===== src/sv/cl2_pkg.sv =====
// Shared types, constants and the atanh/ln2 table for the CORDIC log2 unit.
package cl2_pkg;

  localparam int unsigned DataW  = 64;
  localparam int unsigned IdxW   = 6;   // CORDIC shift index 0..61
  localparam int unsigned StepW  = 7;   // step / stage counter, 0..64
  localparam int unsigned NormSt = 6;   // normalization stages: 32,16,8,4,2,1
  localparam int unsigned NumSteps = 65;

  localparam logic [DataW-1:0] OneQ61 = 64'h2000_0000_0000_0000;

  // Controller to datapath commands.
  typedef struct packed {
    logic           load;    // capture operand
    logic           norm;    // one normalization stage
    logic [2:0]     nstage;  // which stage: shift by 32 >> nstage
    logic           init;    // set x, y, z from the mantissa
    logic           iter;    // one CORDIC step
    logic [IdxW-1:0] idx;    // shift index of this step
    logic           fin;     // round and load the result register
  } cl2_cmd_t;

  // Datapath to controller status.
  typedef struct packed {
    logic pow2;  // mantissa is exactly 1.0
    logic inv;   // operand was zero or negative
  } cl2_stat_t;

  // atanh(2^-(i+1))*2/ln2 scaled so that >> i gives the Q61 z increment.
  function automatic logic [DataW-1:0] cl2_atanh(input logic [4:0] t);
    logic [DataW-1:0] r;
    unique case (t)
      5'd0:  r = 64'h32B803473F7AD0F4;
      5'd1:  r = 64'h2F2A71BD4E25E916;
      5'd2:  r = 64'h2E68B244BB93BA06;
      5'd3:  r = 64'h2E39FB9198CE62E4;
      5'd4:  r = 64'h2E2E683F68565C8F;
      5'd5:  r = 64'h2E2B850BE2077FC1;
      5'd6:  r = 64'h2E2ACC58FE7B78DB;
      5'd7:  r = 64'h2E2A9E2DE52FD5F2;
      5'd8:  r = 64'h2E2A92A338D53EEC;
      5'd9:  r = 64'h2E2A8FC08F5E19B6;
      5'd10: r = 64'h2E2A8F07E51A485E;
      5'd11: r = 64'h2E2A8ED9BA8AF388;
      5'd12: r = 64'h2E2A8ECE2FE7384A;
      5'd13: r = 64'h2E2A8ECB4D3E4B1A;
      5'd14: r = 64'h2E2A8ECA94940FE8;
      5'd15: r = 64'h2E2A8ECA6669811D;
      5'd16: r = 64'h2E2A8ECA5ADEDD6A;
      5'd17: r = 64'h2E2A8ECA57FC347E;
      5'd18: r = 64'h2E2A8ECA57438A43;
      5'd19: r = 64'h2E2A8ECA57155FB4;
      5'd20: r = 64'h2E2A8ECA5709D510;
      5'd21: r = 64'h2E2A8ECA5706F267;
      5'd22: r = 64'h2E2A8ECA570639BD;
      5'd23: r = 64'h2E2A8ECA57060B92;
      5'd24: r = 64'h2E2A8ECA57060008;
      5'd25: r = 64'h2E2A8ECA5705FD25;
      5'd26: r = 64'h2E2A8ECA5705FC6C;
      5'd27: r = 64'h2E2A8ECA5705FC3E;
      5'd28: r = 64'h2E2A8ECA5705FC33;
      5'd29: r = 64'h2E2A8ECA5705FC30;
      default: r = 64'h2E2A8ECA5705FC2F;
    endcase
    return r;
  endfunction

endpackage


===== src/sv/cl2_if.sv =====
// Valid/ready channel interfaces for operand and result words.
interface cl2_arg_if;
  logic               valid;
  logic               ready;
  logic signed [63:0] operand;
  modport source (output valid, output operand, input ready);
  modport sink   (input valid, input operand, output ready);
endinterface

interface cl2_res_if;
  logic               valid;
  logic               ready;
  logic signed [63:0] log_q57;
  logic               invalid;
  modport source (output valid, output log_q57, output invalid, input ready);
  modport sink   (input valid, input log_q57, input invalid, output ready);
endinterface


===== src/sv/cordic_log2_q57_unit.sv =====
// Top level of the Q57 base-2 logarithm unit (hyperbolic vectoring CORDIC).
//
// Channels: arg carries one signed 64-bit operand word per handshake; res
// returns one word per operand: log_q57 (log2 in Q57) and invalid. A word
// moves at a rising edge with valid and ready both high.
// Operation: a zero or negative operand gives log_q57 = -1, invalid = 1.
// Otherwise the leading one is found by a six-stage binary search (one
// stage a cycle), the Q61 mantissa m seeds x = m+1, y = m-1, and one shared
// CORDIC stage runs 65 steps (indices 3, 12 and 39 twice) accumulating z.
// The result is p*2^57 + ((z+8) >>> 4).
// Sequence: accept, the six normalize stages, init, the CORDIC steps and
// the result stage, which loads the result register. Powers of two and
// invalid operands skip the CORDIC. One operand is in flight at a time;
// the iteration count of the shared stage sets the rate: the next operand
// is taken once the last result has been loaded into the result register.
// Reset (rst, synchronous) empties the controller and the result register.
// A stalled receiver holds the result; arg is taken again once the unit is
// idle, and a finished result waits in its stage until the register frees.
module cordic_log2_q57_unit (
  input  logic      clk,
  input  logic      rst,
  cl2_arg_if.sink   arg,
  cl2_res_if.source res
);
  import cl2_pkg::*;

  cl2_cmd_t  cmd;
  cl2_stat_t stat;
  logic [63:0] log_q57;
  logic        invalid;

  cl2_ctrl u_ctrl (
    .clk       (clk),
    .rst       (rst),
    .arg_valid (arg.valid),
    .arg_ready (arg.ready),
    .res_valid (res.valid),
    .res_ready (res.ready),
    .stat      (stat),
    .cmd       (cmd)
  );

  cl2_dp u_dp (
    .clk     (clk),
    .operand (arg.operand),
    .cmd     (cmd),
    .stat    (stat),
    .log_q57 (log_q57),
    .invalid (invalid)
  );

  assign res.log_q57 = log_q57;
  assign res.invalid = invalid;

endmodule


===== src/sv/cl2_dp.sv =====
// Datapath: normalizer, shared CORDIC stage and result register.
module cl2_dp (
  input  logic                 clk,
  input  logic [63:0]          operand,
  input  cl2_pkg::cl2_cmd_t    cmd,
  output cl2_pkg::cl2_stat_t   stat,
  output logic [63:0]          log_q57,
  output logic                 invalid
);
  import cl2_pkg::*;

  logic [62:0]      v;       // normalized value, leading one ends at bit 62
  logic [IdxW-1:0]  p;       // leading-one position
  logic             inv;
  logic [DataW-1:0] x, y, z;

  // normalization stage
  logic [IdxW-1:0]  nsh;
  logic [62:0]      nmask;

  // CORDIC step
  logic [StepW-1:0] sh1;
  logic [4:0]       tix;
  logic [DataW-1:0] a, xs, ys;

  // rounding
  logic [DataW-1:0] zr;

  always_comb begin
    nsh   = IdxW'(6'd32 >> cmd.nstage);
    nmask = ~({63{1'b1}} >> nsh);
    sh1   = StepW'(cmd.idx) + StepW'(1);
    tix   = (cmd.idx > IdxW'(31)) ? 5'd31 : cmd.idx[4:0];
    a     = cl2_atanh(tix) >> cmd.idx;
    xs    = DataW'($signed(x) >>> sh1);
    ys    = DataW'($signed(y) >>> sh1);
    zr    = DataW'($signed(z + DataW'(8)) >>> 4);
  end

  assign stat.pow2 = (v[61:1] == '0);
  assign stat.inv  = inv;

  always_ff @(posedge clk) begin
    if (cmd.load) begin
      v   <= operand[62:0];
      p   <= IdxW'(62);
      inv <= operand[63] | (operand == '0);
    end else if (cmd.norm) begin
      if ((v & nmask) == '0) begin
        v <= v << nsh;
        p <= p - nsh;
      end
    end
    if (cmd.init) begin
      // mantissa m = v >> 1 in Q61
      x <= {2'b00, v[62:1]} + OneQ61;
      y <= {2'b00, v[62:1]} - OneQ61;
      z <= '0;
    end else if (cmd.iter) begin
      if (y[63]) begin
        z <= z - a;
        x <= x + ys;
        y <= y + xs;
      end else begin
        z <= z + a;
        x <= x - ys;
        y <= y - xs;
      end
    end
    if (cmd.fin) begin
      invalid <= inv;
      log_q57 <= inv ? '1 : ({1'b0, p, 57'b0} + zr);
    end
  end

endmodule


===== src/sv/cl2_ctrl.sv =====
// Controller: sequences load, normalization, CORDIC steps and result handoff.
module cl2_ctrl (
  input  logic                 clk,
  input  logic                 rst,
  input  logic                 arg_valid,
  output logic                 arg_ready,
  output logic                 res_valid,
  input  logic                 res_ready,
  input  cl2_pkg::cl2_stat_t   stat,
  output cl2_pkg::cl2_cmd_t    cmd
);
  import cl2_pkg::*;

  localparam logic [2:0] S_IDLE = 3'd0;
  localparam logic [2:0] S_NORM = 3'd1;
  localparam logic [2:0] S_INIT = 3'd2;
  localparam logic [2:0] S_ITER = 3'd3;
  localparam logic [2:0] S_FIN  = 3'd4;

  logic [2:0]       state, state_next;
  logic [StepW-1:0] cnt, cnt_next;
  logic             fire;
  logic [StepW-1:0] idx_w;

  assign arg_ready = (state == S_IDLE);
  assign fire      = (state == S_FIN) && (!res_valid || res_ready);

  // step number -> shift index: 0..3, 3..12, 12..31, 32..39, 39..61
  always_comb begin
    priority if (cnt < StepW'(4))  idx_w = cnt;
    else if (cnt < StepW'(14))     idx_w = cnt - StepW'(1);
    else if (cnt < StepW'(42))     idx_w = cnt - StepW'(2);
    else                           idx_w = cnt - StepW'(3);
  end

  always_comb begin
    cmd.load   = arg_valid && arg_ready;
    cmd.norm   = (state == S_NORM);
    cmd.nstage = cnt[2:0];
    cmd.init   = (state == S_INIT);
    cmd.iter   = (state == S_ITER);
    cmd.idx    = idx_w[IdxW-1:0];
    cmd.fin    = fire;
  end

  always_comb begin
    state_next = state;
    cnt_next   = cnt;
    unique case (state)
      S_IDLE: begin
        if (arg_valid) begin
          state_next = S_NORM;
          cnt_next   = '0;
        end
      end
      S_NORM: begin
        if (cnt == StepW'(NormSt - 1)) state_next = S_INIT;
        else cnt_next = cnt + StepW'(1);
      end
      S_INIT: begin
        cnt_next   = '0;
        state_next = (stat.pow2 || stat.inv) ? S_FIN : S_ITER;
      end
      S_ITER: begin
        if (cnt == StepW'(NumSteps - 1)) state_next = S_FIN;
        else cnt_next = cnt + StepW'(1);
      end
      S_FIN: begin
        if (fire) state_next = S_IDLE;
      end
      default: state_next = S_IDLE;
    endcase
  end

  always_ff @(posedge clk) begin
    if (rst) begin
      state     <= S_IDLE;
      cnt       <= '0;
      res_valid <= 1'b0;
    end else begin
      state <= state_next;
      cnt   <= cnt_next;
      if (fire) res_valid <= 1'b1;
      else if (res_ready) res_valid <= 1'b0;
    end
  end

endmodule

===== src/flat_wrapper.sv =====
// flat-port wrapper written by rule: the top's interface ports become plain ports
module cordic_log2_q57_unit_flat import cl2_pkg::*;
  (clk, rst, arg_valid, arg_operand, arg_ready, res_valid, res_log_q57, res_invalid, res_ready);
  cl2_arg_if arg_i ();
  cl2_res_if res_i ();
  input  logic clk;
  input  logic rst;
  input wire logic [$bits(arg_i.valid)-1:0] arg_valid;
  input wire logic [$bits(arg_i.operand)-1:0] arg_operand;
  output wire logic [$bits(arg_i.ready)-1:0] arg_ready;
  output wire logic [$bits(res_i.valid)-1:0] res_valid;
  output wire logic [$bits(res_i.log_q57)-1:0] res_log_q57;
  output wire logic [$bits(res_i.invalid)-1:0] res_invalid;
  input wire logic [$bits(res_i.ready)-1:0] res_ready;
  assign arg_i.valid = arg_valid;
  assign arg_i.operand = arg_operand;
  assign arg_ready = arg_i.ready;
  assign res_valid = res_i.valid;
  assign res_log_q57 = res_i.log_q57;
  assign res_invalid = res_i.invalid;
  assign res_i.ready = res_ready;
  cordic_log2_q57_unit u_core (.clk(clk), .rst(rst), .arg(arg_i), .res(res_i));
endmodule

===== config.mk =====
export PLATFORM = sky130hd
export DESIGN_NAME = cordic_log2_q57_unit_flat
export DESIGN_NICKNAME = d
export VERILOG_FILES = /design/src/sv/cl2_pkg.sv /design/src/sv/cl2_if.sv /design/src/sv/cordic_log2_q57_unit.sv /design/src/sv/cl2_dp.sv /design/src/sv/cl2_ctrl.sv /design/src/flat_wrapper.sv
export SDC_FILE = /design/constraint.sdc
export NUM_CORES = 2
export LEC_CHECK = 0
export BUFFER_PORTS_ARGS = -buffer_cell sky130_fd_sc_hd__buf_2
export CAP_MARGIN = 15
export CORE_MARGIN = 2
export CORE_UTILIZATION = 50
export CTS_BUF_LIST = sky130_fd_sc_hd__clkbuf_4
export CTS_CLUSTER_DIAMETER = 150
export DETAILED_ROUTE_END_ITERATION = 7
export PLACE_DENSITY = 0.66
export SETUP_SLACK_MARGIN = 0.02
export SLEW_MARGIN = 10
export SYNTH_ARGS = -nofsm -noshare
export SYNTH_HDL_FRONTEND = slang
export SYNTH_HIERARCHICAL = 1
export SYNTH_SLANG_ARGS = --single-unit

===== constraint.sdc =====
create_clock -name clk -period 15.24 [get_ports clk]
set_input_delay 0.762 -clock clk [delete_from_list [all_inputs] [get_ports clk]]
set_output_delay 0.762 -clock clk [all_outputs]
set_load 0.05 [all_outputs]

# --- Yosys cells after proc, flatten, opt, wreduce, memory -nomap -nowiden ---
# Memory sizes are Yosys's and may differ from the RTL's.
# Cells that the tools add are included.
classes:
  addsub: 16
  n_lt_le_gt_ge: 4
  n_eq_ne: 12
  shifts: 6
  n_mux: 26
  n_bitwise: 3
  n_reduce_logical: 18
op_table:
  columns: ["cell", "count"]
  rows:
  - ["$mux 64", 7]
  - ["$add 64x64->64", 3]
  - ["$sub 64x64->64", 3]
  - ["$mux 63", 3]
  - ["$sshr 64x7->64", 2]
  - ["$add 63x64->64", 1]
  - ["$add 64x4->64 const B", 1]
  - ["$logic_not 64->1", 1]
  - ["$shr 64x6->64", 1]
  - ["$add 62x62->63 const B", 1]
  - ["$and 63x63->63", 1]
  - ["$logic_not 63->1", 1]
  - ["$not 63->63", 1]
  - ["$shl 63x6->63", 1]
  - ["$shr 63x6->63 const A", 1]
  - ["$sub 62x62->63 const B", 1]
  - ["$logic_not 61->1", 1]
  - ["$pmux 7 s4", 1]
  - ["$mux 7", 3]
  - ["$mux 6", 3]
  - ["$mux 3", 5]
  - ["$pmux 3 s5", 1]
  - ["$ne 2x2->1 const B", 6]
  - ["$sub 6x2->6 const B", 2]
  - ["other kinds (25)", 34]
word_totals:
  reg_bits: 338
  rom_bits: 1856
  in_bits: 68
  elab_cells: 97
  memories: 1
memory_table:
  columns: ["name", "depth", "word_bits", "read_ports", "rd_clocked_by_memory_dff", "write_ports", "line_no", "source"]
  rows:
  - ["(name not given)", 32, 58, 1, 0, 0, "cl2_pkg.sv:32", "unique case (t)"]

# --- Longest topological paths before layout ---
depth:
  depth_word: 10
  depth_mapped: 52

# --- Hierarchy ---
# The synthesis kept the hierarchy.
modules_own_cells:
  columns: ["module", "n_inst", "cells_each", "area_each_um2", "seq_area_each_um2"]
  rows:
  - ["cl2_dp", 1, 5775, 47272.8, 9118.7]
  - ["cl2_ctrl", 1, 131, 1058.5, 220.2]

# --- Worst setup path before layout ---
# Ideal clock, no wire load.
synth_path:
  kind: "register to register"
  startpoint: "register u_core.u_ctrl.cnt[2]"
  endpoint: "register u_core.u_dp.x[57] (data pin)"
  setup_time_ns: 0.260
  arrival_time_ns: 10.013
  required_ns: 14.980
  path_slack_ns: 4.968
  stages_incl_launch_ff: 46
  path_buffers: 12
  cell_sequence: "dfxtp_1 -> clkbuf_1 -> inv_2 -> ha_1 -> nand3b_1 -> and2_1 -> mux2_1 -> a22o_1 -> buf_2 -> buf_2 -> inv_1 -> clkbuf_1 -> buf_1 -> clkbuf_1 -> buf_1 -> ha_1 -> buf_2 -> buf_2 -> [... 10 more ...] -> nor3b_1 -> and2_1 -> nand2_1 -> o31ai_1 -> xnor2_1 -> ha_1 -> a2111oi_0 -> nor2b_1 -> o21ai_0 -> and3_1 -> a41oi_1 -> a21oi_1 -> nor4_1 -> o21bai_1 -> a311oi_1 -> o21bai_1 -> xor2_1 -> mux2_2"
synth_rtl:
  columns: ["item", "line_no", "source"]
  rows:
  - ["from (decl)", "cl2_ctrl.sv:21", "logic [StepW-1:0] cnt, cnt_next;"]
  - ["from (signal assigned)", "cl2_ctrl.sv:82", "cnt <= cnt_next;"]
  - ["to (signal assigned)", "cl2_dp.sv:56", "x <= {2'b00, v[62:1]} + OneQ61;"]
  - ["to (signal assigned)", "cl2_dp.sv:62", "x <= x + ys;"]
  - ["to (signal assigned)", "cl2_dp.sv:66", "x <= x - ys;"]
  - ["to (decl)", "cl2_dp.sv:15", "logic [DataW-1:0] x, y, z;"]

==> run summary <==
The run finished, with violations left. The final reports fail on DRC. Data on the critical path is required at its endpoint by 16090 ps. The cell type of the slowest stage on the worst timing path is sky130_fd_sc_hd__a2111oi_1. The final weighted congestion in routability-driven placement is ~1.1. In the layout the commonest cells are sky130_fd_sc_hd__nand2_1, sky130_fd_sc_hd__a21oi_1, sky130_fd_sc_hd__nor2_1, sky130_fd_sc_hd__o21ai_0, sky130_fd_sc_hd__mux2i_1. The number of distinct library cell variants in the gate-level netlist after synthesis came out at 124.

The worst hold path belongs to the class in2reg. The most common cell after layout, fill and taps aside is sky130_fd_sc_hd__nand2_1. The static leakage is a little under 20 nW. Across every metal layer, demand over resource in global routing totals around 41%. The count of buffers added on input and output ports is about 130. The synthesized area per cell is 8.18 sq um.

The part of the Yosys area used for sequential elements came out at approximately a fifth. The timing-limited maximum frequency came out at approximately 79 MHz. The post-synthesis cell count came out at slightly below 6000. The clock network fraction of design power is a little over a tenth.

After detailed routing, the average wire length per cell comes to about 30 um. After clock tree synthesis, the clock-pin slew on the worst setup and hold paths is approximately 70 ps. The average vias per placed instance is approximately 7. The number of hold violations in the final report is 0. The number of vias after detailed routing is between 50000 and 60000.

The final critical delay including setup and external delays is approximately 13000 ps. The global-route congestion overflow total came out at 0. The worst pin sits at a relative slew slack of under 10%. The routed length on met3 came out at roughly 21000 um. Per report_power, the combinational group accounts for ~69% of the total. The total negative slack for setup checks came out at 0 ps. The maximum clock skew at final layout is between 100 and 150 ps. The switching power is about 0.0043 W.

The CTS sink count is roughly 340. The internal power of the cells totals a little over 0.004 W. Setup violations remaining at the end of the flow were counted as 0.

The final hold slack came out at around 74 ps. The worst voltage drop across the vdd grid came out at 115 uV. The die area came out at slightly below 100000 sq um.

The flip-flop cell with the highest count after synthesis is sky130_fd_sc_hd__edfxtp_1. The initial antenna violation count came to 4. The number of flops mapped to enable cells by yosys is around 260. Of the available clock period, the critical path in the final layout requires ~83%. The clock latency reported for the late side of the worst-skew pair is ~1000 ps. The overall power came out at roughly 0.0085 W. The maximum level of the CTS H-tree is 3. The critical path data arrival time came out at approximately 13000 ps. The die boundary height came out at between 300 and 400 um.

Buffers inserted during clock tree synthesis total between 100 and 150. The number of flip-flops and latches in the synthesized netlist is roughly 340. Entering global routing, the biggest net connects 161 pins. The floorplan has ~110 rows.

The largest buffer count on any clock path came out at 3. The total area inside the core boundary comes to 96300 sq um. The total power density per cell area came out at roughly 170 nW/um^2. The ratio of cells with drive above 1 in the final layout came out at between 10% and 20%. The synthesized cell area came out at 48300 sq um.

The slew at the pin with the worst max-slew slack is around 1400 ps. The die width came out at roughly 310 um. The number of slew-limit violations in the final report was 0. The via count of the first global-routing pass came out at between 40000 and 50000. The initial core utilization came out at between 50% and 60%. The number of primary I/O pins came out at 135.

The launching element type of the critical path is a flip-flop. The filler cell count is between 9000 and 10000. In the final routing, the length of wire on met1 measures between 70000 and 80000 um. The layout overhead on the synthesized area is 5.06%. Setup repair after global routing left no endpoint under its margin. In this run, flip-flops and latches consume approximately a fifth of the power. For this run, asynchronously set or reset flops after synthesis account for 0%. Once detailed placement completed, the half-perimeter wirelength came to between 150000 and 200000 um. The critical path is of the reg2reg type. Across the run, the number of max-cap violations was 0. The highest metal layer used by the detailed router is met5. The switching power as a share of total power is 51.0%.

TritonCTS built the clock tree. The first global-routing pass estimated roughly 310000 um of wire. For this run, the number of Yosys warnings is 6. The maximum fanout along the worst path came out at 72.

The non-filler instance count after layout came out at between 7000 and 8000. After clock tree synthesis, the repair step resized 0 gates. The layout net count came out at between 6000 and 7000.

The final wirelength is 212000 um. For this block, the initial DRC count from the detailed router was roughly 7000. The number of optimization iterations in the first detailed-route pass came out at 8. The synthesized netlist net count is 6208. On the worst path, the slowest cell contributes a delay of approximately 880 ps. In this run the clock root is driven by a sky130_fd_sc_hd__clkbuf_4. The post-route antenna net violation count is 0. The total instance count after detailed placement came out at about 7000. The met2 wire length came out at ~90000 um. In the routed design, unresolved DRC markers number 6. The critical path capture point type is a flip-flop.
-- synthesized netlist by cell type, drive strengths merged (113+ instances only) --
cell | instances | area [sq um]
nand2b | 122 | 763
a211oi | 113 | 858
mux4 | 173 | 3960
a21o | 150 | 1130
nor2 | 477 | 1790
o21ai | 463 | 2320
edfxtp | 257 | 7720
xnor2 | 228 | 2020
ha | 229 | 2870
buf | 177 | 1140
xor2 | 155 | 1360
nand2 | 554 | 2080
clkbuf | 253 | 1050
inv | 126 | 473
mux2i | 275 | 2750
a21oi | 480 | 2410
nand3 | 144 | 726
-- layout make-up --
type | count | area (sq um) | area share (%)
multi-input cells | 5008 | 36500 | 71.8
flip-flops and latches | 338 | 9350 | 18.4
well taps | 1276 | 1600 | 3.14
repair buffers | 238 | 1560 | 3.06
clock buffers | 153 | 1150 | 2.26
inverters | 130 | 490 | 0.966
clock inverters | 26 | 158 | 0.310
diodes | 3 | 7.51 | 0.0148
-- power groups by stage --
stage	Combinational (W)	Clock (W)	Sequential, W
global placement	0.00557	0	0.00172
finish	0.00581	0.000926	0.00173
CTS	0.00564	0.000955	0.00171
global route	0.00626	0.000994	0.00173
floorplan	0.00421	0	0.00155
detailed placement	0.00560	0	0.00172
-- worst max-delay path: cells and delay by family (launching register included) --
kind	cells	cell delay [ps]
buffers and inverters	5	2040
AOI/OAI and AO/OA	15	5350
DFF	1	320
xor gates and xnor gates	1	290
and+or+nand+nor	11	3300
adders and majority gates	3	840
muxes	1	370
-- repair_timing --
| item | 4_1_cts | 5_1_grt |
|---|---|---|
| hold buffers | 6 | 0 |
| buffers inserted | 0 | 0 |
| endpoints found under the hold margin | 7 | 0 |
-- path summary, 6_finish.rpt --
kind | from | to | slack [ps] | cells past startpoint
setup / recovery | u_core/u_ctrl/cnt[1] | u_core/u_dp/z[39] | 2600 | 36
hold / removal | arg_operand[13] | u_core/u_dp/v[13] | 70 | 3
setup reg to reg | u_core/u_ctrl/cnt[1] | u_core/u_dp/z[39] | 2600 | 36
hold reg to reg | u_core/u_dp/z[0] | u_core/u_dp/z[0] | 480 | 2
-- metrics by stage --
stage | instance area, sq um | worst slack, ps | util, %
after global routing | 50800 | 2090 | 52.7
final | 50800 | 2600 | 52.7
after detailed placement | 49400 | 3030 | 51.3
after global placement | 49400 | 3080 | 51.3
after floorplan | 48300 | 4970 | -
after CTS | 50700 | 3020 | 52.7
-- logic make-up (layout without fill, tap and decap cells) --
logic type	after synthesis	after routing	synth area share [%]
adder cells (fa/ha/maj)	234	234	6.14
XOR/XNOR	384	384	7.04
AND/OR/NAND/NOR	1884	1884	19.2
other	0	3	0
flip-flops	338	338	19.3
multiplexers	550	550	16.3
AO/OA/AOI/OAI	1956	1956	26.5
buffers and inverters	560	547	5.53
-- per-layer routing --
layer	up-vias	GRT usage, %
met5	-	0
met4	4	31.4
li1	22423	-
met3	836	8.43
met2	3434	63.6
met1	24020	50.9
-- flip-flops by register name, indices dropped and copies added (netlist names) --
name / flops
u_core/u_dp/v: 63
u_core/u_dp/y: 64
u_core/u_dp/p: 6
u_core/u_ctrl/cnt: 7
u_core/u_dp/log_q57: 64
u_core/u_ctrl/res_valid: 1
u_core/u_dp/x: 64
u_core/u_dp/inv: 1
u_core/u_ctrl/state: 3
u_core/u_dp/invalid: 1
u_core/u_dp/z: 64
No activity file was read; power rests on OpenSTA's default activity.
